**src/hw/rtl/sdep_pkg.sv**
```systemverilog
// sdep_pkg: types and constants for the SSE data-event parser.
// No dependencies; used by the channel interfaces and the top level.
`default_nettype none
package sdep_pkg;

  typedef enum logic [2:0] {
    MODE_START  = 3'd0,
    MODE_PREFIX = 3'd1,
    MODE_SKIP   = 3'd2,
    MODE_DATA   = 3'd3,
    MODE_IGNORE = 3'd4
  } line_mode_t;

  typedef enum logic {
    REQ_BYTE  = 1'b0,
    REQ_FLUSH = 1'b1
  } req_type_t;

  typedef enum logic {
    KIND_DATA = 1'b0,
    KIND_END  = 1'b1
  } out_kind_t;

  localparam logic [7:0] BYTE_LF    = 8'h0A;
  localparam logic [7:0] BYTE_CR    = 8'h0D;
  localparam logic [7:0] BYTE_SPACE = 8'h20;
  localparam logic [2:0] PREFIX_LEN = 3'd5;

  localparam int unsigned FIFO_DEPTH = 4;
  localparam int unsigned PTR_W      = $clog2(FIFO_DEPTH);
  localparam int unsigned CNT_W      = $clog2(FIFO_DEPTH + 1);

  typedef struct packed {
    line_mode_t  mode;
    logic [2:0]  prefix_matched;
    logic        cr_held;
    logic        has_lines;
  } parse_st_t;

  typedef struct packed {
    logic [0:0]  out_kind;
    logic [7:0]  out_byte;
    logic        last;
  } result_t;

  // "data:" tag byte at a given match position
  function automatic logic [7:0] tag_byte(input logic [2:0] pos);
    logic [7:0] t;
    case (pos)
      3'd0:    t = 8'h64;
      3'd1:    t = 8'h61;
      3'd2:    t = 8'h74;
      3'd3:    t = 8'h61;
      3'd4:    t = 8'h3A;
      default: t = 8'h00;
    endcase
    return t;
  endfunction

endpackage
`default_nettype wire

```
**src/hw/rtl/sdep_if.sv**
```systemverilog
// sdep_in_if / sdep_out_if: valid/ready channels of the SSE parser.
// Imports sdep_pkg; the field widths are given as literals.
`default_nettype none
interface sdep_in_if import sdep_pkg::*; ();
  logic       valid;
  logic       ready;
  logic [0:0] req_type;
  logic [7:0] in_byte;

  modport source (output valid, output req_type, output in_byte, input ready);
  modport sink   (input valid, input req_type, input in_byte, output ready);
endinterface

interface sdep_out_if import sdep_pkg::*; ();
  logic       valid;
  logic       ready;
  logic [0:0] out_kind;
  logic [7:0] out_byte;
  logic       last;

  modport source (output valid, output out_kind, output out_byte, output last,
                  input ready);
  modport sink   (input valid, input out_kind, input out_byte, input last,
                  output ready);
endinterface
`default_nettype wire

```
**src/hw/rtl/sse_data_event_parser_unit.sv**
```systemverilog
// sse_data_event_parser_unit: SSE data-line parser, one byte per transfer.
// Depends on sdep_pkg and the channel interfaces in sdep_if.sv.
//
// channel  dir  payload                       notes
// in_ch    in   req_type[0:0], in_byte[7:0]   byte or end-of-stream flush
// out_ch   out  out_kind[0:0], out_byte[7:0], last   0..2 results per input
//
// One input per cycle while in_ch.ready is high: parse state updates in the
// accepting cycle and up to two results are written into a 4-entry result FIFO.
// Results appear on out_ch in the cycle after the input transfer at the earliest.
// in_ch.ready is high while the FIFO has room for two results.
// Synchronous active-high reset clears parse state and the FIFO pointers.
`default_nettype none
module sse_data_event_parser_unit
  import sdep_pkg::*;
(
  input  wire         clk,
  input  wire         rst,
  sdep_in_if.sink     in_ch,
  sdep_out_if.source  out_ch
);

  typedef struct packed {
    parse_st_t   st;
    logic        emit;
    logic [7:0]  data;
  } lb_res_t;

  function automatic lb_res_t line_byte(input parse_st_t s, input logic [7:0] b);
    lb_res_t r;
    r.st   = s;
    r.emit = 1'b0;
    r.data = b;
    case (s.mode)
      MODE_START: begin
        if (b == tag_byte(3'd0)) begin
          r.st.mode           = MODE_PREFIX;
          r.st.prefix_matched = 3'd1;
        end else begin
          r.st.mode = MODE_IGNORE;
        end
      end
      MODE_PREFIX: begin
        if (s.prefix_matched < PREFIX_LEN && b == tag_byte(s.prefix_matched)) begin
          r.st.prefix_matched = s.prefix_matched + 3'd1;
          if (r.st.prefix_matched == PREFIX_LEN) begin
            r.emit         = s.has_lines;
            r.data         = BYTE_LF;
            r.st.has_lines = 1'b1;
            r.st.mode      = MODE_SKIP;
          end
        end else begin
          r.st.mode = MODE_IGNORE;
        end
      end
      MODE_SKIP: begin
        if (b != BYTE_SPACE) begin
          r.emit    = 1'b1;
          r.st.mode = MODE_DATA;
        end
      end
      MODE_DATA: begin
        r.emit = 1'b1;
      end
      default: begin
        r.st.mode = MODE_IGNORE;
      end
    endcase
    return r;
  endfunction

  localparam parse_st_t ST_RESET = '{mode: MODE_START, prefix_matched: 3'd0,
                                     cr_held: 1'b0, has_lines: 1'b0};

  parse_st_t st, st_next;

  result_t            fifo [FIFO_DEPTH];
  logic [PTR_W-1:0]   wr_ptr, rd_ptr;
  logic [CNT_W-1:0]   count, count_next;

  logic        in_xfer, out_xfer;
  logic [1:0]  n_res;
  result_t     res0, res1;

  assign in_ch.ready = (count <= CNT_W'(FIFO_DEPTH - 2));
  assign in_xfer     = in_ch.valid && in_ch.ready;
  assign out_xfer    = out_ch.valid && out_ch.ready;

  always_comb begin
    parse_st_t s;
    lb_res_t   a, c;
    logic      e0, e1;
    logic [7:0] d0, d1;
    st_next = st;
    n_res   = 2'd0;
    res0    = '{out_kind: KIND_DATA, out_byte: 8'h00, last: 1'b1};
    res1    = '{out_kind: KIND_DATA, out_byte: 8'h00, last: 1'b1};
    s  = st;
    a  = '0;
    c  = '0;
    e0 = 1'b0;
    e1 = 1'b0;
    d0 = 8'h00;
    d1 = 8'h00;
    if (in_ch.req_type == REQ_FLUSH) begin
      if (st.has_lines) begin
        n_res         = 2'd1;
        res0.out_kind = KIND_END;
      end
      st_next = ST_RESET;
    end else if (in_ch.in_byte == BYTE_LF) begin
      if (st.mode == MODE_START && st.has_lines) begin
        n_res             = 2'd1;
        res0.out_kind     = KIND_END;
        st_next.has_lines = 1'b0;
      end
      st_next.cr_held        = 1'b0;
      st_next.mode           = MODE_START;
      st_next.prefix_matched = 3'd0;
    end else begin
      s.cr_held = 1'b0;
      if (st.cr_held) begin
        a  = line_byte(s, BYTE_CR);
        s  = a.st;
        e0 = a.emit;
        d0 = a.data;
      end
      if (in_ch.in_byte == BYTE_CR) begin
        s.cr_held = 1'b1;
      end else begin
        c  = line_byte(s, in_ch.in_byte);
        s  = c.st;
        e1 = c.emit;
        d1 = c.data;
      end
      st_next = s;
      if (e0 && e1) begin
        n_res         = 2'd2;
        res0.out_byte = d0;
        res0.last     = 1'b0;
        res1.out_byte = d1;
      end else if (e0 || e1) begin
        n_res         = 2'd1;
        res0.out_byte = e0 ? d0 : d1;
      end
    end
  end

  assign count_next = count + CNT_W'(in_xfer ? n_res : 2'd0)
                    - CNT_W'(out_xfer);

  always_ff @(posedge clk) begin
    if (rst) begin
      st     <= ST_RESET;
      wr_ptr <= '0;
      rd_ptr <= '0;
      count  <= '0;
    end else begin
      if (in_xfer) begin
        st     <= st_next;
        wr_ptr <= wr_ptr + PTR_W'(n_res);
      end
      if (out_xfer) begin
        rd_ptr <= rd_ptr + PTR_W'(1);
      end
      count <= count_next;
    end
  end

  always_ff @(posedge clk) begin
    if (in_xfer && n_res != 2'd0) begin
      fifo[wr_ptr] <= res0;
    end
    if (in_xfer && n_res == 2'd2) begin
      fifo[wr_ptr + PTR_W'(1)] <= res1;
    end
  end

  assign out_ch.valid    = (count != '0);
  assign out_ch.out_kind = fifo[rd_ptr].out_kind;
  assign out_ch.out_byte = fifo[rd_ptr].out_byte;
  assign out_ch.last     = fifo[rd_ptr].last;

  a_count_bound: assert property (@(posedge clk) disable iff (rst)
    count <= CNT_W'(FIFO_DEPTH))
    else $error("result FIFO overflow");

  a_flush_resets: assert property (@(posedge clk) disable iff (rst)
    in_xfer && in_ch.req_type == REQ_FLUSH |=> st == ST_RESET)
    else $error("flush did not return parse state to reset");

  a_lf_line_start: assert property (@(posedge clk) disable iff (rst)
    in_xfer && in_ch.req_type == REQ_BYTE && in_ch.in_byte == BYTE_LF
    |=> st.mode == MODE_START && st.prefix_matched == 3'd0 && !st.cr_held)
    else $error("LF did not restart the line");

  a_end_clears: assert property (@(posedge clk) disable iff (rst)
    in_xfer && n_res != 2'd0 && res0.out_kind == KIND_END |=> !st.has_lines)
    else $error("end of event left event open");

endmodule
`default_nettype wire
```
**src/flat_wrapper.sv**
```systemverilog
// flat-port wrapper written by rule: the top's interface ports become plain ports
module sse_data_event_parser_unit_flat import sdep_pkg::*;
  (clk, rst, in_ch_valid, in_ch_req_type, in_ch_in_byte, in_ch_ready, out_ch_valid, out_ch_out_kind, out_ch_out_byte, out_ch_last, out_ch_ready);
  sdep_in_if in_ch_i ();
  sdep_out_if out_ch_i ();
  input  wire clk;
  input  wire rst;
  input wire logic [$bits(in_ch_i.valid)-1:0] in_ch_valid;
  input wire logic [$bits(in_ch_i.req_type)-1:0] in_ch_req_type;
  input wire logic [$bits(in_ch_i.in_byte)-1:0] in_ch_in_byte;
  output wire logic [$bits(in_ch_i.ready)-1:0] in_ch_ready;
  output wire logic [$bits(out_ch_i.valid)-1:0] out_ch_valid;
  output wire logic [$bits(out_ch_i.out_kind)-1:0] out_ch_out_kind;
  output wire logic [$bits(out_ch_i.out_byte)-1:0] out_ch_out_byte;
  output wire logic [$bits(out_ch_i.last)-1:0] out_ch_last;
  input wire logic [$bits(out_ch_i.ready)-1:0] out_ch_ready;
  assign in_ch_i.valid = in_ch_valid;
  assign in_ch_i.req_type = in_ch_req_type;
  assign in_ch_i.in_byte = in_ch_in_byte;
  assign in_ch_ready = in_ch_i.ready;
  assign out_ch_valid = out_ch_i.valid;
  assign out_ch_out_kind = out_ch_i.out_kind;
  assign out_ch_out_byte = out_ch_i.out_byte;
  assign out_ch_last = out_ch_i.last;
  assign out_ch_i.ready = out_ch_ready;
  sse_data_event_parser_unit u_core (.clk(clk), .rst(rst), .in_ch(in_ch_i), .out_ch(out_ch_i));
endmodule
```
**config.mk**
```make
export PLATFORM = sky130hd
export DESIGN_NAME = sse_data_event_parser_unit_flat
export DESIGN_NICKNAME = d
export VERILOG_FILES = /design/src/hw/rtl/sdep_pkg.sv /design/src/hw/rtl/sdep_if.sv /design/src/hw/rtl/sse_data_event_parser_unit.sv /design/src/flat_wrapper.sv
export SDC_FILE = /design/constraint.sdc
export NUM_CORES = 1
export LEC_CHECK = 0
export BUFFER_PORTS_ARGS = -buffer_cell sky130_fd_sc_hd__buf_2
export CAP_MARGIN = 20
export CORE_MARGIN = 2
export CORE_UTILIZATION = 35
export DETAILED_ROUTE_END_ITERATION = 10
export SLEW_MARGIN = 15
export SYNTH_ARGS = -nofsm -noshare
export SYNTH_HDL_FRONTEND = slang
export SYNTH_SLANG_ARGS = --single-unit
```
**constraint.sdc**
```tcl
create_clock -name clk -period 12.5 [get_ports clk]
set_input_delay 2.5 -clock clk [delete_from_list [all_inputs] [get_ports clk]]
set_output_delay 2.5 -clock clk [all_outputs]
set_load 0.02 [all_outputs]
```
Yosys cells after proc, flatten, opt, wreduce, memory -nomap -nowiden

Memories as Yosys holds them, arrays and structs flattened. A register that Yosys moved wholly into a read port is not among the register bits.
Cells that the tools add are included.

Add/subtract/negate cells: 7
Order comparisons: 3
Equality and inequality tests: 24
Multiplexer cells: 77
Reductions and logical operators: 19

Operators with widths:

| cell                                                  | count |
|---|---|
| two-way mux 8 bit                                     | 23 |
| one-hot mux 7 bit (4 select lines)                    | 2 |
| two-way mux 10 bit                                    | 4 |
| two-way mux 3 bit                                     | 10 |
| == test 3 x 2 -> 1 bit, second input constant         | 8 |
| two-way mux 1 bit                                     | 24 |
| two-way mux 9 bit                                     | 2 |
| == test 8 x 4 -> 1 bit, second input constant         | 2 |
| == test 3 x 1 -> 1 bit, second input constant         | 4 |
| == test 3 bit, second input constant                  | 4 |
| zero test 3 bit                                       | 4 |
| two-way mux 2 bit                                     | 6 |
| one-hot mux 3 bit (4 select lines)                    | 1 |
| one-hot mux 3 bit (3 select lines)                    | 1 |
| == test 4 x 8 -> 1 bit, first input constant          | 1 |
| == test 8 x 7 -> 1 bit, second input constant         | 1 |
| == test 8 bit                                         | 1 |
| logical AND 1 bit                                     | 8 |
| inequality test 8 x 6 -> 1 bit, second input constant | 1 |
| adder 3 x 1 -> 3 bit, second input constant           | 2 |
| < comparator 3 bit, second input constant             | 2 |
| two-way mux 6 bit                                     | 1 |
| one-hot mux 3 bit (2 select lines)                    | 1 |
| OR reduction 2 bit                                    | 3 |
| other kinds (13)                                      | 14 |

Flip-flop bits (word level): 15
Memory bits (writable): 40
Input bits: 13
Output and inout port bits: 12
Memories kept: 1

Memories:

| memory      | words | width | rd ports | clocked after Yosys merged registers in | write ports | RTL line                         | RTL |
|---|---|---|---|---|---|---|---|
| u_core.fifo | 4     | 10    | 1        | 1                                       | 2           | sse_data_event_parser_unit.sv:77 | `result_t fifo [FIFO_DEPTH];` |

Logic depth before layout (Yosys ltp)

Gate-level depths: netlist (run 1).

Word-level depth: 37
Mapped depth: 17

Worst setup path before layout (run 1)

No wires, ideal clock.

Path type: input to register
Start point: in in_ch_in_byte[4]
End point: reg u_core.count[2]
Library setup time: 0.129 ns
Data arrival time: 5.631 ns
Required time: 12.371 ns
Path slack: 6.740 ns
Cell stages on the path: 16
Buffers on the path: 2
Cell sequence: buf_2 or3b_1 a211oi_2 o22ai_4 nor4_1 nand2_1 a21oi_1 ha_1 and2_1 buf_2 nand2_1 ha_1 fa_1 xnor2_1 xnor2_1 nor2_1

Word-level cells in the longest chain between the ends: 15
Elaborated cells between the ends (all ways): 20
Classes of those cells: add/sub (2); eq/ne (4); mux (11); reduce/logical (3)

Ends and longest elaborated chain:

| element                            | RTL line                          | RTL |
|---|---|---|
| start: declaration                 | flat_wrapper.sv:10                | `input wire logic [$bits(in_ch_i.in_byte)-1:0] in_ch_in_byte;` |
| == test 8 bit                      | sse_data_event_parser_unit.sv:44  | `if (s.prefix_matched < PREFIX_LEN && b == tag_byte(s.prefix_matched)) begin` |
| logical AND 1 bit                  | sse_data_event_parser_unit.sv:44  |  |
| two-way mux 10 bit                 | sse_data_event_parser_unit.sv:44  |  |
| one-hot mux 1 bit (3 select lines) | sse_data_event_parser_unit.sv:34  | `case (s.mode)` |
| two-way mux 1 bit                  | sse_data_event_parser_unit.sv:128 | `if (in_ch.in_byte == BYTE_CR) begin` |
| two-way mux 1 bit                  | sse_data_event_parser_unit.sv:111 | `end else if (in_ch.in_byte == BYTE_LF) begin` |
| two-way mux 1 bit                  | sse_data_event_parser_unit.sv:105 | `if (in_ch.req_type == REQ_FLUSH) begin` |
| logical OR 1 bit                   | sse_data_event_parser_unit.sv:142 | `end else if (e0 \|\| e1) begin` |
| two-way mux 1 bit                  | sse_data_event_parser_unit.sv:142 |  |
| two-way mux 2 bit                  | sse_data_event_parser_unit.sv:137 | `if (e0 && e1) begin` |
| two-way mux 2 bit (*)              | sse_data_event_parser_unit.sv:111 |  |
| two-way mux 2 bit (*)              | sse_data_event_parser_unit.sv:105 |  |
| two-way mux 2 bit (*)              | sse_data_event_parser_unit.sv:149 | `assign count_next = count + CNT_W'(in_xfer ? n_res : 2'd0)` |
| adder 3 bit (*)                    | sse_data_event_parser_unit.sv:149 |  |
| subtractor 3 x 1 -> 3 bit (*)      | sse_data_event_parser_unit.sv:150 | `- CNT_W'(out_xfer);` |
| end signal: assignment             | sse_data_event_parser_unit.sv:166 | `count <= count_next;` |
| end: declaration                   | sse_data_event_parser_unit.sv:79  | `logic [CNT_W-1:0] count, count_next;` |

Mark *: on every way between the ends. The rest lies on a longest branch, timed or not. The select of a mux whose other input is x is not followed.
A chain may end at the register's enable or synchronous reset.

==> flow_summary.toml, run 1 <==
[outcome]
status = "complete, no violations"

[timing]
finalHoldViolations = 0
setup_viol = 0
slew_headroom_pct = 30.5
tightest_slew_ps = 1030
fmaxAchievable_mhz = 171
slew_viol_final = 0
skew_ps = 15.1
rsz0062_at_grt = "false"
worst_slack_ps = 6650
finalCriticalPeriod_ps = 5850
fin_hold_ws_ps = 471
setup_tns_ps = 0
finalCritPeriodShare_pct = 46.8

[power]
clkPwrFrac_pct = 33.4
power_density_nw_per_um2 = 152
ir_worst_vdd_mv = 0.0492
p_sw_share_pct = 32.7
p_int_w = 0.000397
p_switching_w = 0.000193
seqPwrFrac_pct = 38.3
p_comb_share_pct = 28.3
leakagePower_nw = 1.38

[yosys]
synth_top_family_by_area = "simple AND/OR/NAND/NOR gates"
synthDistinctLibCells = 61
ys_dominant_reg_cell = "edfxtp_1"
ys_warn_count = 0
syn-num-nets = 365
yosys.area_share.simple_pct = 22.3
netlist.top_cell.by_area = "edfxtp_1"
syn_inst = 339
synth.cell_area_sq_um = 3420
synth-adder-area-share_pct = 4.98
synthMuxAreaShare_pct = 7.17
synth_edf_count = 32
synth-seq-cells = 57
ys_seq_area_share_pct = 42.8
avgSynthCellArea_sq_um = 10.1
synth_area_leaders = "edfxtp_1, dfxtp_1, mux4_2, ha_1, a21oi_1"
synth_compound_area_share_pct = 17.4
synth-xor-area-share_pct = 1.79
yosysTopAreaCellShare_pct = 28.1
synth-async-reset-ratio_pct = 0

[layout]
drive_gt1_share_pct = 18.6
antenna_cells = 0
final_nets = 387
area_delta_synth_final_pct = 13.5
layoutNonFillerInstCount = 499

[drt]
wire_per_inst_um = 16.5
via_count = 2765
drtIter0Drc = 191
via_per_inst = 5.54
drtAntennaViolNets = 0
drt_wl_total_um = 8230
drc = 0
dr.pass1.iters = 5

[job]
drv_cap = 0

[place]
dpl_worst_slack_ps = 6350
hpwl_um = 5950
dp_cells = 483
portBuffers = 24
gp_congestion = 0.872

[floorplan]
dieWidth_um = 103
num_rows = 36
die_area_sq_um = 10600
die_y_um = 103
start_util_pct = 35.5
fp.coreArea_sq_um = 9640
io_pins = 25

[worst_setup_path]
start_kind = "input pin"
cp_data_arrival_time_ps = 6050
worstPathCellList = "buf_2 > or3b_1 > a211oi_2 > o22ai_4 > nor4_1 > nand2_1 > a21oi_1 > ha_1 > o311ai_2 > nor2_1 > mux2i_1 > nor3_1 > and3_1"
required_ps = 12700
endpoint_kind = "flop"
slowest_stage = "nor2_1"
max_stage_delay_ps = 540
cp_max_fo = 11
worstSetupPathType = "input pin to flop"

[clocking]
cts_hold_buf = 0
postCtsSetupBuffers = 0
clk_pin_slew_ps = 70
cts_resized = 0
insertion_delay_ps = 340
clock_sinks = 57
cts-buffers-inserted = 9
cts_tree = "built"
cts_buffer_depth = 2
htree_levels = 3
clockRootBuffer = "clkbuf_8"

[grt]
gr-total-overflow = 0
antenna_found_initial = 0
grt_pass1_vias = 2587
grt_pass1_wl_um = 13100
grt_max_degree = 17
grtUsageTotal_pct = 16.2

[worst_hold_path]
hold_path_class = "flop to flop"
==> stage by stage <==
| step | util, % | total power [W] | cell area [sq um] |
|---|---|---|---|
| 5_1_grt | 40.3 | 0.000619 | 3880 |
| 2_1_floorplan | - | 0.000355 | 3420 |
| 3_5_place_dp | 37.9 | 0.000399 | 3650 |
| 3_3_place_gp | 37.9 | 0.000396 | 3650 |
| 4_1_cts | 40.3 | 0.000596 | 3880 |
| 6_report | 40.3 | 0.000589 | 3880 |
==> cells in the final DEF, fill, tap and decap left out, types with 3 or more instances in the layout <==
cell,count
nand3_1,8
a31oi_1,3
a21oi_1,28
xor2_1,3
a32o_1,3
a21o_1,3
o21a_1,5
nand2_1,37
buf_2,24
a2bb2oi_1,5
nor3b_1,3
clkbuf_8,9
and3_1,14
mux4_2,10
edfxtp_1,32
xnor2_1,4
or3_1,5
dfxtp_1,25
nand4_1,3
a211oi_1,3
nand3b_1,3
and2_1,10
o22ai_1,5
inv_1,16
nor2_1,23
nor4_1,3
nand2b_1,3
ha_1,12
nor2b_1,7
nor3_1,8
==> final cells by class <==
type | count | area [sq um]
Multi-Input combinational cell | 251 | 1840
Clock buffer | 9 | 124
Fill cell | 971 | 5760
Clock inverter | 7 | 101
Timing Repair Buffer | 25 | 128
Inverter | 17 | 63.8
Tap cell | 133 | 166
Sequential cell | 57 | 1460
==> power by group through the flow <==
| stage | Sequential, W | Clock (W) | Combinational (W) |
|---|---|---|---|
| 3_5_place_dp | 0.000231 | 0 | 0.000168 |
| 5_1_grt | 0.000229 | 0.000207 | 0.000183 |
| 2_1_floorplan | 0.000217 | 0 | 0.000138 |
| 4_1_cts | 0.000226 | 0.000201 | 0.000169 |
| 3_3_place_gp | 0.000231 | 0 | 0.000166 |
| 6_report | 0.000226 | 0.000197 | 0.000167 |
==> synthesized netlist by cell type (7+ instances only) <==
master and instances:
and2_1 10, edfxtp_1 32, clkbuf_1 10, nand3_1 8
nor3_1 8, mux4_2 10, and3_1 14, a21oi_1 28
nor2b_1 7, nand2_1 37, inv_1 16, ha_1 12
dfxtp_1 25, nor2_1 23
==> cell families (layout without fill, tap and decap cells) <==
kind of cell / count (synthesis) / count (layout)
muxes: 12 / 12
and+or+nand+nor: 140 / 140
AOI/OAI and AO/OA: 79 / 79
adders and majority gates: 13 / 13
xor gates and xnor gates: 7 / 7
DFF: 57 / 57
buffers and inverters: 31 / 58
==> worst paths after layout <==
check / start / endpoint / slack, ps / cells after the start
worst max-delay path: in_ch_in_byte[4] / u_core.fifo[1][6] / 6650 / 13
worst min-delay path: u_core.fifo[0][9] / u_core.fifo[0][9] / 470 / 2
worst max register to register: u_core.st[2] / u_core.fifo[1][6] / 7980 / 14
worst min register to register: u_core.fifo[0][9] / u_core.fifo[0][9] / 470 / 2
==> routing by layer <==
metal	GRT usage (%)	vias up	routed length (um)
li1	-	1320	-
met1	22.1	1346	3800
met2	26.4	91	3960
met3	3.32	8	397
met4	4.15	0	77
met5	0	-	0
==> sequential cells by signal, summed over array words and instances (netlist names), named ones only <==
register and count:
u_core.st 8, u_core.count 3, u_core.fifo 40, u_core.wr_ptr 2
u_core.rd_ptr 2
==> critical path: cells and delay by family <==
kind,cells,cell delay [ps]
AND/OR/NAND/NOR,6,2140
AO/OA/AOI/OAI,4,720
adder cells (fa/ha/maj),1,290
multiplexers,1,230
buffers and inverters,1,160
(Power assumes the default switching activity.)
==> run 2, diff against run 1 <==
--- a/config.mk
+++ b/config.mk
@@ -5,6 +5,7 @@
 export SDC_FILE = /design/constraint.sdc
 export NUM_CORES = 1
 export LEC_CHECK = 0
+export ABC_AREA = 1
 export BUFFER_PORTS_ARGS = -buffer_cell sky130_fd_sc_hd__buf_2
 export CAP_MARGIN = 20
 export CORE_MARGIN = 2
==> constraint.sdc (replaced) <==
create_clock -name clk -period 5.51 [get_ports clk]
set_input_delay 1.102 -clock clk [delete_from_list [all_inputs] [get_ports clk]]
set_output_delay 1.102 -clock clk [all_outputs]
set_load 0.02 [all_outputs]
==> flow_summary.toml, run 2 <==
[outcome]
status = "complete, no violations"

[worst_setup_path]
worstPathCellList = "buf_2 > inv_1 > nand2_1 > nand2_1 > nand2_1 > nor2_1 > nand2_1 > nor2_4 > nand3_1 > o21ai_0 > nand2_1 > inv_1 > ha_1 > nand2_2 > nand3_2 > nand2_4 > nor2_4 > inv_2 > nand2_1"
cpMostUsedCell = "nand2_1"
reg2reg_slack_ps = 1700
slowest_stage = "nand2_1"
cp_data_arrival_time_ps = 3830
start_kind = "input pin"
cp_max_fo = 14
required_ps = 5500
max_stage_delay_ps = 340
endpoint_kind = "flop"
crit_family = "simple AND/OR/NAND/NOR gates"
path_buf_inv = 4
worstSetupPathType = "input pin to flop"

[yosys]
synth-adder-area-share_pct = 4.71
synth-async-reset-ratio_pct = 0
synth_compound_area_share_pct = 13.0
syn-num-nets = 522
synth-xor-area-share_pct = 0.485
yosys.area_share.simple_pct = 33.9
synth.most_common_cell = "nand2_1"
avgSynthCellArea_sq_um = 7.29
yosysTopAreaCellShare_pct = 26.6
synthMuxAreaShare_pct = 0
synth_edf_count = 32
synthDistinctLibCells = 35
ys_warn_count = 0
synth-seq-cells = 57
synth_area_leaders = "edfxtp_1, nand2_1, dfxtp_1, nand3_1, nor2_1"
synth_top_family_by_area = "simple AND/OR/NAND/NOR gates"
syn_inst = 496
ys_seq_area_share_pct = 40.4
synth_common_cells = "nand2_1, nor2_1, inv_1"
netlist.top_cell.by_area = "edfxtp_1"
ys_dominant_reg_cell = "edfxtp_1"
synth.cell_area_sq_um = 3610

[place]
gp_congestion = 0.922
portBuffers = 24
dpl_worst_slack_ps = 1310
hpwl_um = 6980

[clocking]
cts_buffer_depth = 2
clk_pin_slew_ps = 60
clock_sinks = 57
cts_resized = 0
cts_tree = "built"
cts-buffers-inserted = 9
insertion_delay_ps = 340
clockRootBuffer = "clkbuf_8"
htree_levels = 3
cts_hold_buf = 0
postCtsSetupBuffers = 0

[floorplan]
io_pins = 25
die_y_um = 106
dieWidth_um = 106
start_util_pct = 35.5
die_area_sq_um = 11200
num_rows = 37
fp.coreArea_sq_um = 10200

[grt]
grtUsageTotal_pct = 17.1
grt_max_degree = 22
grt_pass1_wl_um = 15100
antenna_found_initial = 0
gr-total-overflow = 0
grt_pass1_vias = 3072

[layout]
top_regs = "u_core.fifo x40, u_core.st x8, u_core.count x3"
largest-register = "u_core.fifo"
final_common_cell = "nand2_1"
final_nets = 549
final_cell_mix = "nand2_1, nor2_1, inv_1, nand3_1, o21ai_0"
antenna_cells = 0
drive_gt1_share_pct = 14.0
area_delta_synth_final_pct = 12.9
largest_reg_flops = 40

[worst_hold_path]
hold_path_class = "flop to flop"

[drt]
drtIter0Drc = 200
via_count = 3288
drc = 0
wire_per_inst_um = 13.6
drt_wl_total_um = 9030
dr.pass1.iters = 5
via_per_inst = 4.95
drtAntennaViolNets = 0

[power]
ir_worst_vdd_mv = 0.129
power_density_nw_per_um2 = 310
leakagePower_nw = 1.82

[timing]
slew_viol_final = 0
finalCriticalPeriod_ps = 3840
fmaxAchievable_mhz = 260
finalHoldViolations = 0
finalCritPeriodShare_pct = 69.7
rsz0062_at_grt = "false"
skew_ps = 4.25
slew_headroom_pct = 54.9
setup_tns_ps = 0
setup_viol = 0
tightest_slew_ps = 676
fin_hold_ws_ps = 467
worst_slack_ps = 1670

[job]
drv_cap = 0
-- run 2: path summary, 6_finish.rpt --
path	from	endpoint	cells after the start
min reg2reg	u_core.fifo[1][0]	u_core.fifo[1][0]	2
max reg2reg	u_core.st[2]	u_core.fifo[0][1]	18
min	u_core.fifo[1][0]	u_core.fifo[1][0]	2
max	in_ch_in_byte[6]	u_core.fifo[0][1]	19
-- run 2: layout make-up --
type	count	area, sq um
clock buffers	11	151
clock inverters	5	53.8
fillers	1090	6100
inverters	61	234
multi-input cells	369	1880
flip-flops and latches	57	1460
well taps	136	170
repair buffers	25	128
-- run 2: cell families (layout without fill, tap and decap cells) --
kind of cell | Yosys count | count (layout)
fa+ha+maj | 13 | 13
simple gates | 270 | 270
buf+inv | 70 | 102
xor+xnor | 2 | 2
compound gates | 84 | 84
flops | 57 | 57
-- run 2: report_power, final --
| group | switching [W] | internal (W) | leakage, nW |
|---|---|---|---|
| logic | 0.000234 | 0.000116 | 1.21 |
| clock network | 0.000174 | 0.000232 | 0.109 |
| registers | 0.0000366 | 0.000472 | 0.501 |
| total | 0.000445 | 0.000820 | 1.82 |
-- run 2: through the flow --
step | utilization [%] | power (W) | cells | area, sq um
floorplan | - | 0.000780 | 496 | 3610
global placement | 38.1 | 0.000868 | 648 | 3880
detailed placement | 38.1 | 0.000871 | 648 | 3880
CTS | 40.1 | 0.00128 | 664 | 4080
global route | 40.1 | 0.00135 | 664 | 4080
finish | 40.1 | 0.00127 | 664 | 4080
-- run 2: metal layers --
layer	GRT usage, %	wire (um)	vias up
met5	0	0	-
met4	3.95	92	0
met3	5.13	563	9
met2	27.6	4240	100
met1	22.6	4130	1480
li1	-	-	1699
-- run 2: worst min-delay path, delay by kind of cell (launching register included) --
family | cells | cell delay [ps]
flops | 1 | 330
simple gates | 2 | 110
==> run 3, diff against run 2 <==
==> constraint.sdc (replaced) <==
create_clock -name clk -period 3.77 [get_ports clk]
set_input_delay 0.754 -clock clk [delete_from_list [all_inputs] [get_ports clk]]
set_output_delay 0.754 -clock clk [all_outputs]
set_load 0.02 [all_outputs]
==> flow_summary.toml, run 3 (synthesis results as in run 2) <==
[clocking]
htree_levels = 3
insertion_delay_ps = 340
cts_buffer_depth = 2
cts_hold_buf = 0
clock_sinks = 57
cts-buffers-inserted = 9
postCtsSetupBuffers = 0
clk_pin_slew_ps = 70
clockRootBuffer = "clkbuf_8"
cts_tree = "built"

[grt]
grt_pass1_wl_um = 15600
grt.busiest_layer = "met2"
grt_max_degree = 22
use_met2_pct = 29.5
grt_pass1_vias = 3217
gr-total-overflow = 0
grtUsageTotal_pct = 17.7
globalRouteMet1Util_pct = 23.0
antenna_found_initial = 0
grt_util_met3_pct = 3.71

[layout]
antenna_cells = 0
final_cell_mix = "nand2_1, nor2_1, inv_1, nand3_1, o21ai_0"
largest-register = "u_core.fifo"
fillers = 1090
largest_reg_flops = 40
utilization_pct = 40.7
top_regs = "u_core.fifo x40, u_core.st x8, u_core.count x3"
final_nets = 562
layoutNonFillerInstCount = 677
design_area_sq_um = 4140
final_common_cell = "nand2_1"
drive_gt1_share_pct = 15.9
area_delta_synth_final_pct = 14.6

[timing]
tightest_slew_ps = 587
slew_viol_final = 0
finalHoldViolations = 0
setup_tns_ps = 0
setup_viol = 0
finalCritPeriodShare_pct = 87.3
fmaxAchievable_mhz = 304
skew_ps = 6.41
slew_headroom_pct = 60.8
finalCriticalPeriod_ps = 3290
rsz0062_at_grt = "false"

[worst_setup_path]
worstSetupPathType = "flop to flop"
required_ps = 4000
cp_data_arrival_time_ps = 3520
start_kind = "flop"
cp_max_fo = 6
endpoint_kind = "flop"

[floorplan]
die_area_sq_um = 11200
start_util_pct = 35.5
io_pins = 25
die_y_um = 106
num_rows = 37
dieWidth_um = 106
fp.coreArea_sq_um = 10200

[drt]
drt_wl_total_um = 9280
via_per_inst = 4.95
wire_per_inst_um = 13.7
drtIter0Drc = 206
dr.pass1.iters = 4
drc = 0
drtAntennaViolNets = 0
via_count = 3348

[job]
drv_cap = 0

[power]
leakagePower_nw = 1.84
power_density_nw_per_um2 = 421
ir_worst_vdd_mv = 0.215

[place]
hpwl_um = 7200
portBuffers = 24
dp_cells = 661
gp_congestion = 0.938
dpl-instance-area_sq_um = 3980

[outcome]
status = "complete, no violations"

[worst_hold_path]
hold_path_class = "flop to flop"
run 3: worst max-delay path, cell delays in order (launching register included):
cell	delay, ps
dfxtp_1	380
inv_1	120
ha_1	260
nand2_2	140
nand3_1	80
nand2_1	90
nand2_1	60
nor2_1	90
nand2_1	90
nor2_4	140
nand3_1	100
o21ai_0	160
nand2_1	90
inv_1	60
ha_1	260
nand2_1	90
ha_1	300
fa_1	430
xor2_1	170
inv_1	60
nor2_1	30
run 3: per-stage QoR:
| stage | setup slack, ps | power [W] | hold slack, ps |
|---|---|---|---|
| after floorplan | 586 | 0.00114 | 424 |
| after global placement | 297 | 0.00128 | 447 |
| after detailed placement | 242 | 0.00128 | 454 |
| after CTS | 310 | 0.00176 | 471 |
| after global routing | 72.9 | 0.00188 | 507 |
| final | 477 | 0.00175 | 469 |
run 3: report_power, final:
| part | leakage, nW | switching [W] | internal [W] | total (W) |
|---|---|---|---|---|
| Sequential | 0.501 | 0.0000342 | 0.000691 | 0.000725 |
| Combinational | 1.27 | 0.000367 | 0.000176 | 0.000542 |
| Clock | 0.0714 | 0.000251 | 0.000229 | 0.000479 |
| Total | 1.84 | 0.000652 | 0.00109 | 0.00175 |
run 3: layout make-up:
cell class                 instances  area (sq um)  area share (%)
sequential                        57          1460            35.3
clock inverter                     7          37.5           0.906
multi-input combinational        369          1890            45.7
timing repair buffer              38           225            5.43
inverter                          61           234            5.65
clock buffer                       9           124            2.99
tap                              136           170            4.11
run 3: layer usage:
metal  vias to the layer above  wire length, um
met4                         0              138
met5                         -                0
met3                         9              429
li1                       1725                -
met1                      1528             4330
met2                        86             4380
run 3: repair_timing:
item	CTS	global route
setup endpoints to repair	0	17
gates resized for setup	0	4
endpoints found under the hold margin	0	0
run 3: path summary, 6_finish.rpt:
path / endpoint / start / slack [ps] / cells past startpoint
setup / recovery: u_core.count[2] / u_core.st[2] / 480 / 20
hold / removal: flop / u_core.rd_ptr[1] / 470 / 2
setup reg to reg: u_core.count[2] / u_core.st[2] / 480 / 20
hold reg to reg: flop / u_core.rd_ptr[1] / 470 / 2
